File: config.mk
export PLATFORM = sky130hd
export DESIGN_NAME = interval_union_table_unit_flat
export DESIGN_NICKNAME = d
export VERILOG_FILES = /design/src/sv/iut_pkg.sv /design/src/sv/iut_if.sv /design/src/sv/iut_ctrl.sv /design/src/sv/iut_dp.sv /design/src/sv/interval_union_table_unit.sv /design/src/flat_wrapper.sv
export SDC_FILE = /design/constraint.sdc
export NUM_CORES = 1
export LEC_CHECK = 0
export ABC_AREA = 1
export BUFFER_PORTS_ARGS = -buffer_cell sky130_fd_sc_hd__buf_4
export CAP_MARGIN = 25
export CORE_MARGIN = 2
export CORE_UTILIZATION = 35
export DETAILED_ROUTE_END_ITERATION = 7
export PLACE_DENSITY = 0.57
export SYNTH_ARGS = -nofsm -noshare
export SYNTH_HDL_FRONTEND = slang
export SYNTH_SLANG_ARGS = --single-unit
export TNS_END_PERCENT = 30
File: constraint.sdc
create_clock -name i_clk -period 5.9 [get_ports i_clk]
set_input_delay 0.885 -clock i_clk [delete_from_list [all_inputs] [get_ports i_clk]]
set_output_delay 0.885 -clock i_clk [all_outputs]
set_load 0.05 [all_outputs]
File: src/sv/iut_pkg.sv
// ----------------------------------------------------------------------------
// Interval union table package
// Widths, limits, status codes and the command and status bundles shared by
// the controller, the datapath and the channel interfaces.
// ----------------------------------------------------------------------------
package iut_pkg;

    // Table depth and fixed-point time format.
    localparam int MAX_SPANS      = 16;
    localparam int TIME_FRAC_BITS = 8;
    localparam int TIME_W         = 13;
    localparam int IDX_W          = (MAX_SPANS > 1) ? $clog2(MAX_SPANS) : 1;
    localparam int CNT_W          = $clog2(MAX_SPANS + 1);
    localparam int SPAN_COUNT_W   = 5;

    // First time that is no longer valid: 24.00 hours.
    localparam logic [TIME_W-1:0] TIME_LIMIT = TIME_W'(24 << TIME_FRAC_BITS);

    // Request kinds.
    localparam logic REQ_ADD   = 1'b0;
    localparam logic REQ_QUERY = 1'b1;

    // Result status codes.
    typedef enum logic [1:0] {
        ST_OK       = 2'd0,
        ST_RANGE    = 2'd1,
        ST_FULL     = 2'd2,
        ST_REVERSED = 2'd3
    } t_status;

    // Commands from the controller to the datapath.
    typedef struct packed {
        logic    in_ready;
        logic    step_query;
        logic    step_scan;
        logic    step_merge;
        logic    final_wr;
        logic    clr_k;
        logic    finish;
        t_status code;
    } t_cmd;

    // Status from the datapath to the controller.
    typedef struct packed {
        logic accept;
        logic req_type;
        logic range_bad;
        logic reversed;
        logic full;
        logic scan_done;
        logic overlap;
        logic out_free;
    } t_sts;

endpackage

File: src/sv/iut_if.sv
// ----------------------------------------------------------------------------
// Interval union table channels
// Request and response channels with a valid/ready handshake; one word moves
// at each edge where valid and ready are both high.
// ----------------------------------------------------------------------------
interface iut_req_if import iut_pkg::*; ();
    logic              valid;
    logic              ready;
    logic              req_type;
    logic [TIME_W-1:0] span_start;
    logic [TIME_W-1:0] span_end;
    logic [TIME_W-1:0] query_time;

    modport source (output valid, req_type, span_start, span_end, query_time,
                    input ready);
    modport sink   (input valid, req_type, span_start, span_end, query_time,
                    output ready);
endinterface

interface iut_rsp_if import iut_pkg::*; ();
    logic                    valid;
    logic                    ready;
    logic                    in_span;
    logic [1:0]              status;
    logic [SPAN_COUNT_W-1:0] span_count;

    modport source (output valid, in_span, status, span_count, input ready);
    modport sink   (input valid, in_span, status, span_count, output ready);
endinterface

File: src/sv/iut_ctrl.sv
// ----------------------------------------------------------------------------
// Interval union table controller
// Sequences the range checks, the table walks and the result handoff for
// one request word at a time.
// ----------------------------------------------------------------------------
module iut_ctrl import iut_pkg::*; (
    input  logic i_clk,
    input  logic i_rst_n,
    input  t_sts i_sts,
    output t_cmd o_cmd
);

    typedef enum logic [2:0] {
        S_IDLE,
        S_CHECK,
        S_QUERY,
        S_FSCAN,
        S_MERGE,
        S_RESULT
    } t_state;

    t_state  r_state, n_state;
    t_status r_code,  n_code;

    // Next state, next status code and the command bundle.
    always_comb begin
        n_state = r_state;
        n_code  = r_code;
        o_cmd   = '0;
        o_cmd.code = r_code;
        case (r_state)
            S_IDLE: begin
                o_cmd.in_ready = 1'b1;
                if (i_sts.accept) begin
                    n_state = S_CHECK;
                end
            end
            S_CHECK: begin
                if (i_sts.range_bad) begin
                    n_code  = ST_RANGE;
                    n_state = S_RESULT;
                end else if (i_sts.req_type == REQ_QUERY) begin
                    n_code  = ST_OK;
                    n_state = S_QUERY;
                end else if (i_sts.reversed) begin
                    n_code  = ST_REVERSED;
                    n_state = S_RESULT;
                end else if (i_sts.full) begin
                    n_state = S_FSCAN;
                end else begin
                    n_code  = ST_OK;
                    n_state = S_MERGE;
                end
            end
            S_QUERY: begin
                if (i_sts.scan_done) begin
                    n_state = S_RESULT;
                end else begin
                    o_cmd.step_query = 1'b1;
                end
            end
            S_FSCAN: begin
                // A full table takes the add only if it merges with a span.
                if (!i_sts.scan_done) begin
                    o_cmd.step_scan = 1'b1;
                end else if (i_sts.overlap) begin
                    o_cmd.clr_k = 1'b1;
                    n_code      = ST_OK;
                    n_state     = S_MERGE;
                end else begin
                    n_code  = ST_FULL;
                    n_state = S_RESULT;
                end
            end
            S_MERGE: begin
                if (i_sts.scan_done) begin
                    o_cmd.final_wr = 1'b1;
                    n_state        = S_RESULT;
                end else begin
                    o_cmd.step_merge = 1'b1;
                end
            end
            S_RESULT: begin
                if (i_sts.out_free) begin
                    o_cmd.finish = 1'b1;
                    n_state      = S_IDLE;
                end
            end
            default: begin
                n_state = S_IDLE;
            end
        endcase
    end

    // State and status code registers.
    always_ff @(posedge i_clk) begin
        if (!i_rst_n) begin
            r_state <= S_IDLE;
            r_code  <= ST_OK;
        end else begin
            r_state <= n_state;
            r_code  <= n_code;
        end
    end

endmodule

File: src/sv/iut_dp.sv
// ----------------------------------------------------------------------------
// Interval union table datapath
// Holds the span table, the request, the pending span and the walk
// pointers, and the output register of the response channel.
// ----------------------------------------------------------------------------
module iut_dp import iut_pkg::*; (
    input  logic          i_clk,
    input  logic          i_rst_n,
    input  t_cmd          i_cmd,
    output t_sts          o_sts,
    iut_req_if.sink       i_req,
    iut_rsp_if.source     o_rsp
);

    // Span table, sorted ascending by start.
    logic [TIME_W-1:0] r_starts [MAX_SPANS];
    logic [TIME_W-1:0] r_ends   [MAX_SPANS];
    logic [CNT_W-1:0]  r_count;

    // Request and walk state.
    logic              r_req;
    logic [TIME_W-1:0] r_s, n_s;
    logic [TIME_W-1:0] r_e, n_e;
    logic [TIME_W-1:0] r_q;
    logic [CNT_W-1:0]  r_k, n_k;
    logic [CNT_W-1:0]  r_w, n_w;
    logic              r_ins, n_ins;
    logic              r_hit;
    logic              r_ovl;
    logic [TIME_W-1:0] r_rd_s;
    logic [TIME_W-1:0] r_rd_e;

    // Output register.
    logic              r_out_valid;
    logic              r_out_in_span;
    logic [1:0]        r_out_status;
    logic [CNT_W-1:0]  r_out_count;

    logic              w_accept;
    logic              w_wr_en;
    logic [IDX_W-1:0]  w_wr_idx;
    logic [TIME_W-1:0] w_wr_s;
    logic [TIME_W-1:0] w_wr_e;
    logic              w_before;
    logic              w_touch;

    assign i_req.ready = i_cmd.in_ready;
    assign w_accept    = i_req.valid & i_cmd.in_ready;

    // Walk pointer: cleared on a new request or a rescan, advanced by each step.
    always_comb begin
        n_k = r_k;
        if (w_accept || i_cmd.clr_k) begin
            n_k = '0;
        end else if (i_cmd.step_query || i_cmd.step_scan || i_cmd.step_merge) begin
            n_k = r_k + 1'b1;
        end
    end

    // The stored span lies wholly before the pending span, or touches it.
    assign w_before = (r_rd_e < r_s);
    assign w_touch  = (r_rd_s <= r_e);

    // Status toward the controller.
    always_comb begin
        o_sts.accept    = w_accept;
        o_sts.req_type  = r_req;
        o_sts.range_bad = (r_req == REQ_QUERY) ? (r_q >= TIME_LIMIT)
                                               : ((r_s >= TIME_LIMIT) ||
                                                  (r_e >= TIME_LIMIT));
        o_sts.reversed  = (r_s > r_e);
        o_sts.full      = (r_count >= CNT_W'(MAX_SPANS));
        o_sts.scan_done = (r_k == r_count);
        o_sts.overlap   = r_ovl;
        o_sts.out_free  = !r_out_valid || o_rsp.ready;
    end

    // Merge step: pass entries before the new span, absorb touching ones,
    // then emit the union and move the rest behind it through r_s/r_e.
    always_comb begin
        n_s      = r_s;
        n_e      = r_e;
        n_w      = r_w;
        n_ins    = r_ins;
        w_wr_en  = 1'b0;
        w_wr_idx = r_w[IDX_W-1:0];
        w_wr_s   = r_s;
        w_wr_e   = r_e;
        if (i_cmd.step_merge) begin
            if (r_ins) begin
                w_wr_en = 1'b1;
                n_s     = r_rd_s;
                n_e     = r_rd_e;
                n_w     = r_w + 1'b1;
            end else if (w_before) begin
                w_wr_en = 1'b1;
                w_wr_s  = r_rd_s;
                w_wr_e  = r_rd_e;
                n_w     = r_w + 1'b1;
            end else if (w_touch) begin
                n_s = (r_rd_s < r_s) ? r_rd_s : r_s;
                n_e = (r_rd_e > r_e) ? r_rd_e : r_e;
            end else begin
                w_wr_en = 1'b1;
                n_s     = r_rd_s;
                n_e     = r_rd_e;
                n_ins   = 1'b1;
                n_w     = r_w + 1'b1;
            end
        end else if (i_cmd.final_wr) begin
            w_wr_en = 1'b1;
        end
    end

    // Table write port, and a registered read of the entry the walk
    // pointer moves to. Writes land at or below the current pointer, so
    // the entry fetched for the next step is never the one being written.
    always_ff @(posedge i_clk) begin
        if (w_wr_en) begin
            r_starts[w_wr_idx] <= w_wr_s;
            r_ends[w_wr_idx]   <= w_wr_e;
        end
        r_rd_s <= r_starts[n_k[IDX_W-1:0]];
        r_rd_e <= r_ends[n_k[IDX_W-1:0]];
    end

    // Request, pending span and walk registers.
    always_ff @(posedge i_clk) begin
        r_k <= n_k;
        if (w_accept) begin
            r_req <= i_req.req_type;
            r_s   <= i_req.span_start;
            r_e   <= i_req.span_end;
            r_q   <= i_req.query_time;
            r_w   <= '0;
            r_ins <= 1'b0;
            r_hit <= 1'b0;
            r_ovl <= 1'b0;
        end else begin
            r_s   <= n_s;
            r_e   <= n_e;
            r_w   <= n_w;
            r_ins <= n_ins;
            if (i_cmd.step_query && (r_rd_s <= r_q) && (r_q <= r_rd_e)) begin
                r_hit <= 1'b1;
            end
            if (i_cmd.step_scan && (r_rd_e >= r_s) && w_touch) begin
                r_ovl <= 1'b1;
            end
        end
    end

    // Stored span count.
    always_ff @(posedge i_clk) begin
        if (!i_rst_n) begin
            r_count <= '0;
        end else if (i_cmd.final_wr) begin
            r_count <= r_w + 1'b1;
        end
    end

    // Response output register.
    always_ff @(posedge i_clk) begin
        if (!i_rst_n) begin
            r_out_valid <= 1'b0;
        end else if (i_cmd.finish) begin
            r_out_valid <= 1'b1;
        end else if (o_rsp.ready) begin
            r_out_valid <= 1'b0;
        end
    end

    always_ff @(posedge i_clk) begin
        if (i_cmd.finish) begin
            r_out_in_span <= r_hit;
            r_out_status  <= i_cmd.code;
            r_out_count   <= r_count;
        end
    end

    assign o_rsp.valid      = r_out_valid;
    assign o_rsp.in_span    = r_out_in_span;
    assign o_rsp.status     = r_out_status;
    assign o_rsp.span_count = SPAN_COUNT_W'(r_out_count);

endmodule

File: src/sv/interval_union_table_unit.sv
// ----------------------------------------------------------------------------
// Interval union table unit
// Sorted table of disjoint closed time spans with merging add and point query.
// ----------------------------------------------------------------------------
// The unit handles one request word at a time and returns one response word
// for each. Times are hours times 256 and must lie below 24.00 hours. A query
// walks the stored spans one per cycle. An add walks and rewrites the table in
// one pass, one entry per cycle through its single read port; when the table
// already holds all 16 spans it first makes an extra walk of the table to see
// whether the new span merges. Out-of-range and reversed requests respond
// without a walk of the table. The response sits in an output register, so
// the next request is taken while the last response is still waiting.
module interval_union_table_unit import iut_pkg::*; (
    input  logic      i_clk,
    input  logic      i_rst_n,
    iut_req_if.sink   i_req,
    iut_rsp_if.source o_rsp
);

    t_cmd w_cmd;
    t_sts w_sts;

    // Sequencer.
    iut_ctrl u_ctrl (
        .i_clk   (i_clk),
        .i_rst_n (i_rst_n),
        .i_sts   (w_sts),
        .o_cmd   (w_cmd)
    );

    // Table, walk logic and output register.
    iut_dp u_dp (
        .i_clk   (i_clk),
        .i_rst_n (i_rst_n),
        .i_cmd   (w_cmd),
        .o_sts   (w_sts),
        .i_req   (i_req),
        .o_rsp   (o_rsp)
    );

endmodule

File: src/flat_wrapper.sv
// flat-port wrapper written by rule: the top's interface ports become plain ports
module interval_union_table_unit_flat import iut_pkg::*;
  (i_clk, i_rst_n, i_req_valid, i_req_req_type, i_req_span_start, i_req_span_end, i_req_query_time, i_req_ready, o_rsp_valid, o_rsp_in_span, o_rsp_status, o_rsp_span_count, o_rsp_ready);
  iut_req_if i_req_i ();
  iut_rsp_if o_rsp_i ();
  input  logic i_clk;
  input  logic i_rst_n;
  input wire logic [$bits(i_req_i.valid)-1:0] i_req_valid;
  input wire logic [$bits(i_req_i.req_type)-1:0] i_req_req_type;
  input wire logic [$bits(i_req_i.span_start)-1:0] i_req_span_start;
  input wire logic [$bits(i_req_i.span_end)-1:0] i_req_span_end;
  input wire logic [$bits(i_req_i.query_time)-1:0] i_req_query_time;
  output wire logic [$bits(i_req_i.ready)-1:0] i_req_ready;
  output wire logic [$bits(o_rsp_i.valid)-1:0] o_rsp_valid;
  output wire logic [$bits(o_rsp_i.in_span)-1:0] o_rsp_in_span;
  output wire logic [$bits(o_rsp_i.status)-1:0] o_rsp_status;
  output wire logic [$bits(o_rsp_i.span_count)-1:0] o_rsp_span_count;
  input wire logic [$bits(o_rsp_i.ready)-1:0] o_rsp_ready;
  assign i_req_i.valid = i_req_valid;
  assign i_req_i.req_type = i_req_req_type;
  assign i_req_i.span_start = i_req_span_start;
  assign i_req_i.span_end = i_req_span_end;
  assign i_req_i.query_time = i_req_query_time;
  assign i_req_ready = i_req_i.ready;
  assign o_rsp_valid = o_rsp_i.valid;
  assign o_rsp_in_span = o_rsp_i.in_span;
  assign o_rsp_status = o_rsp_i.status;
  assign o_rsp_span_count = o_rsp_i.span_count;
  assign o_rsp_i.ready = o_rsp_ready;
  interval_union_table_unit u_core (.i_clk(i_clk), .i_rst_n(i_rst_n), .i_req(i_req_i), .o_rsp(o_rsp_i));
endmodule
Word level (Yosys, flattened, before mapping)
Memory sizes are Yosys's and may differ from the RTL's. A register that Yosys moved wholly into a read port is not among the register bits.
Index checks and enable logic that the tools add are counted.
Widths: inputs -> output; s select.
Cells by class
  $add $sub $neg: 2
  order comparisons: 12
  equal/unequal tests: 15
  muxes and demuxes: 63
  bitwise logic cells: 1
  reductions and logical operators: 20
Operators with widths (number)
  $mux 13: 18
  $ge 13x13->1 const B: 3
  $le 13x13->1: 3
  $gt 13x13->1: 2
  $lt 13x13->1: 2
  $mux 3: 8
  $mux 1: 23
  $mux 5: 3
  $pmux 3 s5: 1
  $mux 2: 7
  $ge 13x13->1: 1
  $add 5x1->5 const B: 2
  $reduce_and 3->1: 3
  $mux 4: 2
  $ne 4x3->1 const B: 2
  $eq 3x2->1 const B: 2
  $eq 3x3->1 const B: 2
  $ne 2x2->1 const B: 3
  $ne 3x3->1 const B: 2
  $reduce_bool 2->1: 3
  $eq 5x5->1: 1
  $ge 5x5->1 const B: 1
  $logic_or 1x1->1: 5
  $ne 5x5->1 const B: 1
  other kinds (10): 13
Word-level totals
  register bits after elaboration: 72
  RAM bits: 416
  input bits: 44
  output and inout port bits: 10
  memories: 2
Memory list
  u_core.u_dp.r_ends: words 16, bits a word 13, read ports 1, clocked after Yosys merged registers in 1, wr ports 1, line iut_dp.sv:17  | logic [TIME_W-1:0] r_ends [MAX_SPANS];
  u_core.u_dp.r_starts: words 16, bits a word 13, read ports 1, clocked after Yosys merged registers in 1, wr ports 1, line iut_dp.sv:16  | logic [TIME_W-1:0] r_starts [MAX_SPANS];

Logic depth before layout (Yosys ltp)
Gate-level depths: netlist (run 1).
  depth after elaboration: 7
  mapped depth: 16
  mapped depth without buffers: 15

Cells and area by module
From an unflattened synthesis (run 1), not the netlist that was laid out.
Unflattened totals
  cells, all modules: 2259
  area, all modules: 23443.7 sq um
Modules (own cells, without submodules)
  iut_dp: times used 1, cells each 2181, area each 22958.3 sq um
  iut_ctrl: times used 1, cells each 78, area each 485.5 sq um

Worst setup path after synthesis (run 1)
Ideal clock, no wire load.
  path kind: flip-flop to flip-flop
  start: register u_core.u_dp.r_e[4]
  end: memory u_core.u_dp.r_ends[0][0] (enable)
  library setup time: 0.409 ns
  arrival: 2.820 ns
  data required time: 5.491 ns
  path slack: 2.671 ns
  cell stages (with the launch flop): 14
  path buffers: 0
  period minus slack after synthesis: 3.229 ns
  cells stage by stage: edfxtp_1 inv_1 ha_1 nand2_1 o21a_1 o31ai_1 nand3_1 nand2_1 nand2_1 nand3_1 nand2_1 nand2_1 nand2_1 nor2_1
Between the ends
  cells in the longest elaborated chain, start to end: 7
RTL lines
  start, declared: line iut_dp.sv:23  | logic [TIME_W-1:0] r_e, n_e;
  start signal, assigned: line iut_dp.sv:133  | r_e <= i_req.span_end;
  start signal, assigned: line iut_dp.sv:141  | r_e <= n_e;
  $le 13x13->1: line iut_dp.sv:62  | assign w_touch = (r_rd_s <= r_e);
  $mux 1: line iut_dp.sv:100  | end else if (w_touch) begin
  $mux 1: line iut_dp.sv:95  | end else if (w_before) begin
  $mux 1: line iut_dp.sv:90  | if (r_ins) begin
  $mux 1: line iut_dp.sv:89  | if (i_cmd.step_merge) begin
  $mux 1: line iut_dp.sv:119  | if (w_wr_en) begin
  $mux 1 (implied by the code): line iut_dp.sv:121  | r_ends[w_wr_idx] <= w_wr_e;
  end, declared: line iut_dp.sv:17
Every way passes these cells.

Worst setup path in the final report (run 1)
  start: register u_core.u_dp.r_e[2]
  end: memory u_core.u_dp.r_ends[8][3] (enable)
Same word-level chain as after synthesis.

==> out/metrics.csv, run 1 <==
metric,value,unit
setup TNS,0,ps
yosys warns,0,
clk_skew,25.3,ps
Crit path required time,6220,ps
postcts setup bufs,0,
Max Slew Vio Count,0,
class of the worst hold path,in -> reg,
vias per inst,5.19,
HPWL after detailed placement,42.1,mm
status,finished clean,
H-tree depth,2,
GRT Util Overall,0.189,
global route overflow,0,
placed cells,3440,
"Avg Cell Area, Syn",9.89,um^2
quantity of gates resized following cts,0,
Hold Startpoint,i_req_query_time[6],
setup violators final,0,
ys flop type,edfxtp_1,
Die Ht,271,um
Yosys cell types,45,
most frequent CP cell,nand2_1,
die width,271,um
area grow syn2layout,13.5,%
pwr dens,484,nW/um^2
CTS tree,built,
CP max-delay cell,nor2_4,
Max Root-Sink Buffers,3,
CP Cell Sequence,"inv_1, ha_1, nand2_1, o31ai_1, nand3_1, nand2_1, nand2_1, nand3_1, nand2_1, nand2_1, nand2_1, nor2_4, buf_4",
Num CTS Buffers,55,
first-pass GRT wire length,108,mm
Post-Syn Area,25000,um^2
DP Worst Slack,2010,ps
Setup crit start,u_core.u_dp.r_e[2],
worst r2r src,u_core.u_dp.r_e[2],
Leak,12.1,nW
Post-Synthesis Cells,2525,
Slew @ Worst Pin,1320,ps
Rel. slew slack,0.121,
Post-synth EDFFs,464,
Remaining DRCs,0,
maxcap violations,0,
num ports,54,
Setup CP Type,reg -> reg,
initial antenna violation count,0,
diode count,0,
Core Rows,97,
via count,18400,
largest net degree at the start of global routing,184,
Hold Fails Final Rpt,0,
clk slew on worst S/H paths,60,ps
syn nets,2664,
WL/cell,19.9,um
Die Area,73500,um^2
drt initial violations,1693,
Worst VDD drop,0.310,mV
layout cell share with drive strength beyond 1,0.0925,
"area leader, netlist",edfxtp_1,
layout filler cell count,6875,
routed wire length,70.4,mm
Clock Sinks,514,
RSZ-0062 raised after global routing,no,
Pre-antenna DRT Iters,5,
"count leader, synth",inv_1,
Worst-Skew Late Latency,630,ps
Max Fclk,251,MHz
Synth area leaders,"edfxtp_1 56%, nand3_1 7.8%, inv_1 7.7%",
antenna-violating nets left,0,
sequential fraction of the synthesis area,0.598,
crit path time final,3980,ps
#FFs+latches synth,514,
hold buffers post-CTS,0,
Setup WS post-layout,1920,ps
Commonest cells post-synth,"513 x inv_1, 464 x edfxtp_1, 416 x nand2_1",
asr flop ratio synth,0,
Initial Util,0.355,
via count of the first global-routing pass,17800,
worst-path fanout max,21,
# nets final,2697,
final std cells w/o fill,3544,
Tcrit/Tclk final,0.675,
crit start category,register,
Hold WS,431,ps
Core ar.,70400,um^2
Root Buffer,clkbuf_16,
CP arrival,4310,ps
Crit. End Element,register,
routability congestion estimate,0.871,
Yosys top cell area share,0.558,
"Largest stage delay, worst path",840,ps
port bufs,53,
==> registers in the layout (all words and copies together), names as in the netlist, 5 cells and up <==
register and flops:
u_core.u_dp.r_s 13, u_core.u_dp.r_q 13, u_core.u_dp.r_count 5, u_core.u_dp.o_rsp.span_count 5
u_core.u_dp.r_e 13, u_core.u_dp.r_rd_s 13, u_core.u_dp.r_starts 208, u_core.u_dp.r_k 5
u_core.u_dp.r_w 5, u_core.u_dp.r_ends 208, u_core.u_dp.r_rd_e 13
==> through the flow <==
| step | power [mW] | util | area, um^2 |
|---|---|---|---|
| 3_3_place_gp | 10.3 | 0.377 | 26500 |
| 4_1_cts | 13.8 | 0.403 | 28300 |
| 3_5_place_dp | 10.3 | 0.377 | 26600 |
| 2_1_floorplan | 8.43 | - | 25000 |
| 6_report | 13.7 | 0.403 | 28400 |
| 5_1_grt | 14.5 | 0.403 | 28400 |
==> cells in the final DEF (no fill, tap or decap), types with 2 or more instances in the layout <==
| master | instances |
|---|---|
| buf_12 | 10 |
| inv_2 | 9 |
| bufinv_16 | 4 |
| nor2_1 | 33 |
| buf_4 | 105 |
| o221ai_1 | 2 |
| o21ai_2 | 2 |
| clkbuf_1 | 20 |
| clkinv_8 | 2 |
| nor4_1 | 3 |
| nor2_2 | 2 |
| o211ai_1 | 3 |
| nor2_4 | 18 |
| nand3_4 | 3 |
| edfxtp_1 | 464 |
| nand4_1 | 212 |
| o21ai_1 | 3 |
| nand2_2 | 2 |
| inv_1 | 513 |
| nor3b_1 | 2 |
| clkinv_2 | 10 |
| nor3_1 | 5 |
| xor2_1 | 3 |
| clkbuf_8 | 5 |
| o21ai_0 | 65 |
| clkinv_1 | 6 |
| xnor2_1 | 2 |
| nand2_1 | 416 |
| o21a_1 | 2 |
| dfxtp_1 | 50 |
| ha_1 | 95 |
| nand2_4 | 2 |
| clkbuf_16 | 56 |
| nor3_4 | 2 |
| o31ai_1 | 2 |
| a21oi_1 | 64 |
| nand3_1 | 391 |
==> worst paths after layout <==
check	cells after the start	endpoint	slack (ps)
worst min register to register	0	u_core.u_dp.o_rsp.in_span	430
worst max register to register	13	u_core.u_dp.r_ends[8][3]	1920
worst max-delay path	13	u_core.u_dp.r_ends[8][3]	1920
worst min-delay path	1	u_core.u_dp.r_q[6]	430
==> metal layers <==
layer	up-vias	GRT usage	wire, um
li1	8638	-	-
met1	9005	0.258	30700
met2	620	0.309	33500
met3	117	0.0246	4080
met4	0	0.0698	2200
met5	-	0	0
==> worst max-delay path: cells and delay by family (launching register included) <==
family	cells	cell delay, ps
AND/OR/NAND/NOR	9	2180
AO/OA/AOI/OAI	1	480
buffers and inverters	2	380
adder cells (fa/ha/maj)	1	320
flip-flops	1	320
==> final cells by class <==
type	count	area (um^2)	share of cell area
Clock buffer	81	1550	0.0545
Clock inverter	22	245	0.00865
Inverter	524	1970	0.0694
Multi-Input combinational cell	1346	7480	0.264
Sequential cell	514	14900	0.526
Tap cell	940	1180	0.0415
Timing Repair Buffer	117	1010	0.0358
==> power breakdown <==
group	leakage (nW)	total, mW	internal (mW)	switching, mW
sequential	4.61	5.20	4.95	0.249
clock	0.877	3.45	1.99	1.46
combinational	6.56	5.07	1.43	3.64
==> cell families (layout without fill, tap and decap cells) <==
family / count (synthesis) / after routing / synth area share
and+or+nand+nor: 1095 / 1095 / 0.211
AOI/OAI and AO/OA: 151 / 151 / 0.0326
xor gates and xnor gates: 5 / 5 / 0.00175
DFF: 514 / 514 / 0.598
buffers and inverters: 665 / 744 / 0.109
adders and majority gates: 95 / 95 / 0.0476
No activity file was read; power rests on OpenSTA's default activity.
==> run 2, diff against run 1 <==
--- a/config.mk
+++ b/config.mk
@@ -11,7 +11,7 @@
 export CORE_MARGIN = 2
 export CORE_UTILIZATION = 35
 export DETAILED_ROUTE_END_ITERATION = 7
-export PLACE_DENSITY = 0.57
+export PLACE_DENSITY = 0.58
 export SYNTH_ARGS = -nofsm -noshare
 export SYNTH_HDL_FRONTEND = slang
 export SYNTH_SLANG_ARGS = --single-unit
==> constraint.sdc (replaced) <==
create_clock -name i_clk -period 3.5 [get_ports i_clk]
set_input_delay 0.525 -clock i_clk [delete_from_list [all_inputs] [get_ports i_clk]]
set_output_delay 0.525 -clock i_clk [all_outputs]
set_load 0.05 [all_outputs]
==> run 2 against run 1 <==
Net effect: sequential share of layout area fell by 0.70 points; final area rose by 1.4%; combinational power rose by 73%; hold slack got worse by 370 ps; worst setup slack got worse by 1600 ps; sequential power rose by 69%; largest power group unchanged.
==> out/metrics.csv, run 2 (synthesized netlist as in run 1, its figures left out) <==
metric,value,unit,change
Slew @ Worst Pin,1050,ps,was 1320 ps
most frequent cells in the layout,"513 x inv_1, 464 x edfxtp_1, 416 x nand2_1",,unchanged
die width,271,um,unchanged
crit path time final,3220,ps,was 3980 ps
class of the worst hold path,in -> reg,,unchanged
Crit path required time,3840,ps,was 6220 ps
setup violators final,0,,unchanged
port bufs,53,,unchanged
Max Root-Sink Buffers,3,,unchanged
Rel. slew slack,0.299,,was 0.121
Core ar.,70400,um^2,unchanged
GRT Util Overall,0.189,,about the same
via count,18200,,was 18400
worst-path fanout max,52,,was 21
Worst-Skew Late Latency,650,ps,was 630 ps
area grow syn2layout,15.1,%,was 13.5%
first-pass GRT wire length,107,mm,was 108 mm
CP arrival,3560,ps,was 4310 ps
Root Buffer,clkbuf_16,,unchanged
Crit. End Element,register,,unchanged
maxcap violations,0,,unchanged
H-tree depth,2,,unchanged
"commonest non-fill, non-tap cell in the layout",inv_1,,unchanged
placed cells,3457,,was 3440
diode count,0,,unchanged
final core utilization,0.408,,was 0.403
Die Area,73500,um^2,unchanged
clk_skew,33.5,ps,was 25.3 ps
HPWL after detailed placement,45.2,mm,was 42.1 mm
initial antenna violation count,1,,was 0
routability congestion estimate,0.851,,was 0.871
Max Slew Vio Count,0,,unchanged
vias per inst,5.12,,was 5.19
Die Ht,271,um,unchanged
Num CTS Buffers,56,,was 55
DP Worst Slack,332,ps,was 2010 ps
Leak,12.2,nW,was 12.1 nW
biggest registers after layout,"u_core.u_dp.r_ends (208), u_core.u_dp.r_starts (208)",,unchanged
routed wire length,70.1,mm,was 70.4 mm
via count of the first global-routing pass,17900,,was 17800
WL/cell,19.7,um,was 19.9 um
num ports,54,,unchanged
# nets final,2714,,was 2697
final std cells w/o fill,3559,,was 3544
Max Fclk,311,MHz,was 251 MHz
layout cell share with drive strength beyond 1,0.100,,was 0.0925
Initial Util,0.355,,unchanged
Worst VDD drop,0.600,mV,was 0.310 mV
Setup WS post-layout,284,ps,was 1920 ps
largest net degree at the start of global routing,144,,was 184
Clock Sinks,514,,unchanged
hold buffers post-CTS,0,,unchanged
Setup CP Type,reg -> reg,,unchanged
crit start category,register,,unchanged
Hold Fails Final Rpt,0,,unchanged
antenna-violating nets left,0,,unchanged
Pre-antenna DRT Iters,7,,was 5
Tcrit/Tclk final,0.919,,was 0.675
status,finished clean,,unchanged
drt initial violations,1525,,was 1693
Remaining DRCs,0,,unchanged
setup TNS,0,ps,unchanged
pwr dens,817,nW/um^2,was 484 nW/um^2
Core Rows,97,,unchanged
CTS tree,built,,unchanged
global route overflow,0,,unchanged
clk slew on worst S/H paths,70,ps,was 60 ps
RSZ-0062 raised after global routing,no,,unchanged
[run 2: changes by cell type in the layout (fill, tap and decap cells not counted), sizes merged]
cell,change
buf,+16
bufinv,+1
clkbuf,-20
clkinv,+9
clkinvlp,+7
inv,+2
[run 2: cell type report]
| cell class | instances | area (um^2) |
|---|---|---|
| Clock buffer | 61 | 1420 |
| Clock inverter | 41 | 395 |
| Fill cell | 6803 | 41600 |
| Inverter | 524 | 1970 |
| Multi-Input combinational cell | 1346 | 7480 |
| Sequential cell | 514 | 14900 |
| Tap cell | 940 | 1180 |
| Timing Repair Buffer | 133 | 1380 |
[run 2: path summary, 6_finish.rpt]
kind / from / endpoint / slack [ps] / cells past startpoint
max reg2reg: u_core.u_dp.r_s[12] / u_core.u_dp.r_ends[0][3] / 280 / 11
min: i_req_query_time[9] / u_core.u_dp.r_q[9] / 70 / 1
min reg2reg: u_core.u_ctrl.r_code[1] / u_core.u_dp.o_rsp.status[1] / 440 / 0
max: u_core.u_dp.r_s[12] / u_core.u_dp.r_ends[0][3] / 280 / 11
[run 2: where the power goes]
part | total [mW] | switching (mW) | internal [mW]
logic | 8.79 | 6.25 | 2.54
clock network | 5.88 | 2.56 | 3.32
registers | 8.81 | 0.468 | 8.34
[run 2: repair_timing]
action | CTS | global route
setup endpoints to repair | 0 | 4
buffers inserted | 0 | 0
resized for setup | 0 | 1
[run 2: through the flow]
| stage | cell area [um^2] | total power [mW] | hold WS (ps) |
|---|---|---|---|
| after floorplan | 25000 | 14.2 | 403 |
| after global placement | 26900 | 17.6 | 424 |
| after detailed placement | 26900 | 17.7 | 423 |
| after CTS | 28700 | 23.6 | 36.9 |
| after global routing | 28800 | 24.8 | 45.1 |
| final | 28800 | 23.5 | 65.2 |
[run 2: critical path, cell delays in order (launching register included)]
cell and delay, ps:
edfxtp_1 400, inv_1 140, ha_1 260, nand2_1 150, o21ai_0 160, a21oi_1 140
nand2_1 120, inv_1 80, nand2_1 130, nor2_4 810, o21ai_0 200, buf_4 280
[run 2: routing by layer]
| metal | track usage | up-vias | wire length (um) |
|---|---|---|---|
| met5 | 0 | - | 0 |
| met3 | 0.0234 | 141 | 3780 |
| met1 | 0.243 | 8857 | 28900 |
| met4 | 0.0681 | 0 | 2420 |
| met2 | 0.329 | 566 | 35000 |
| li1 | - | 8655 | - |
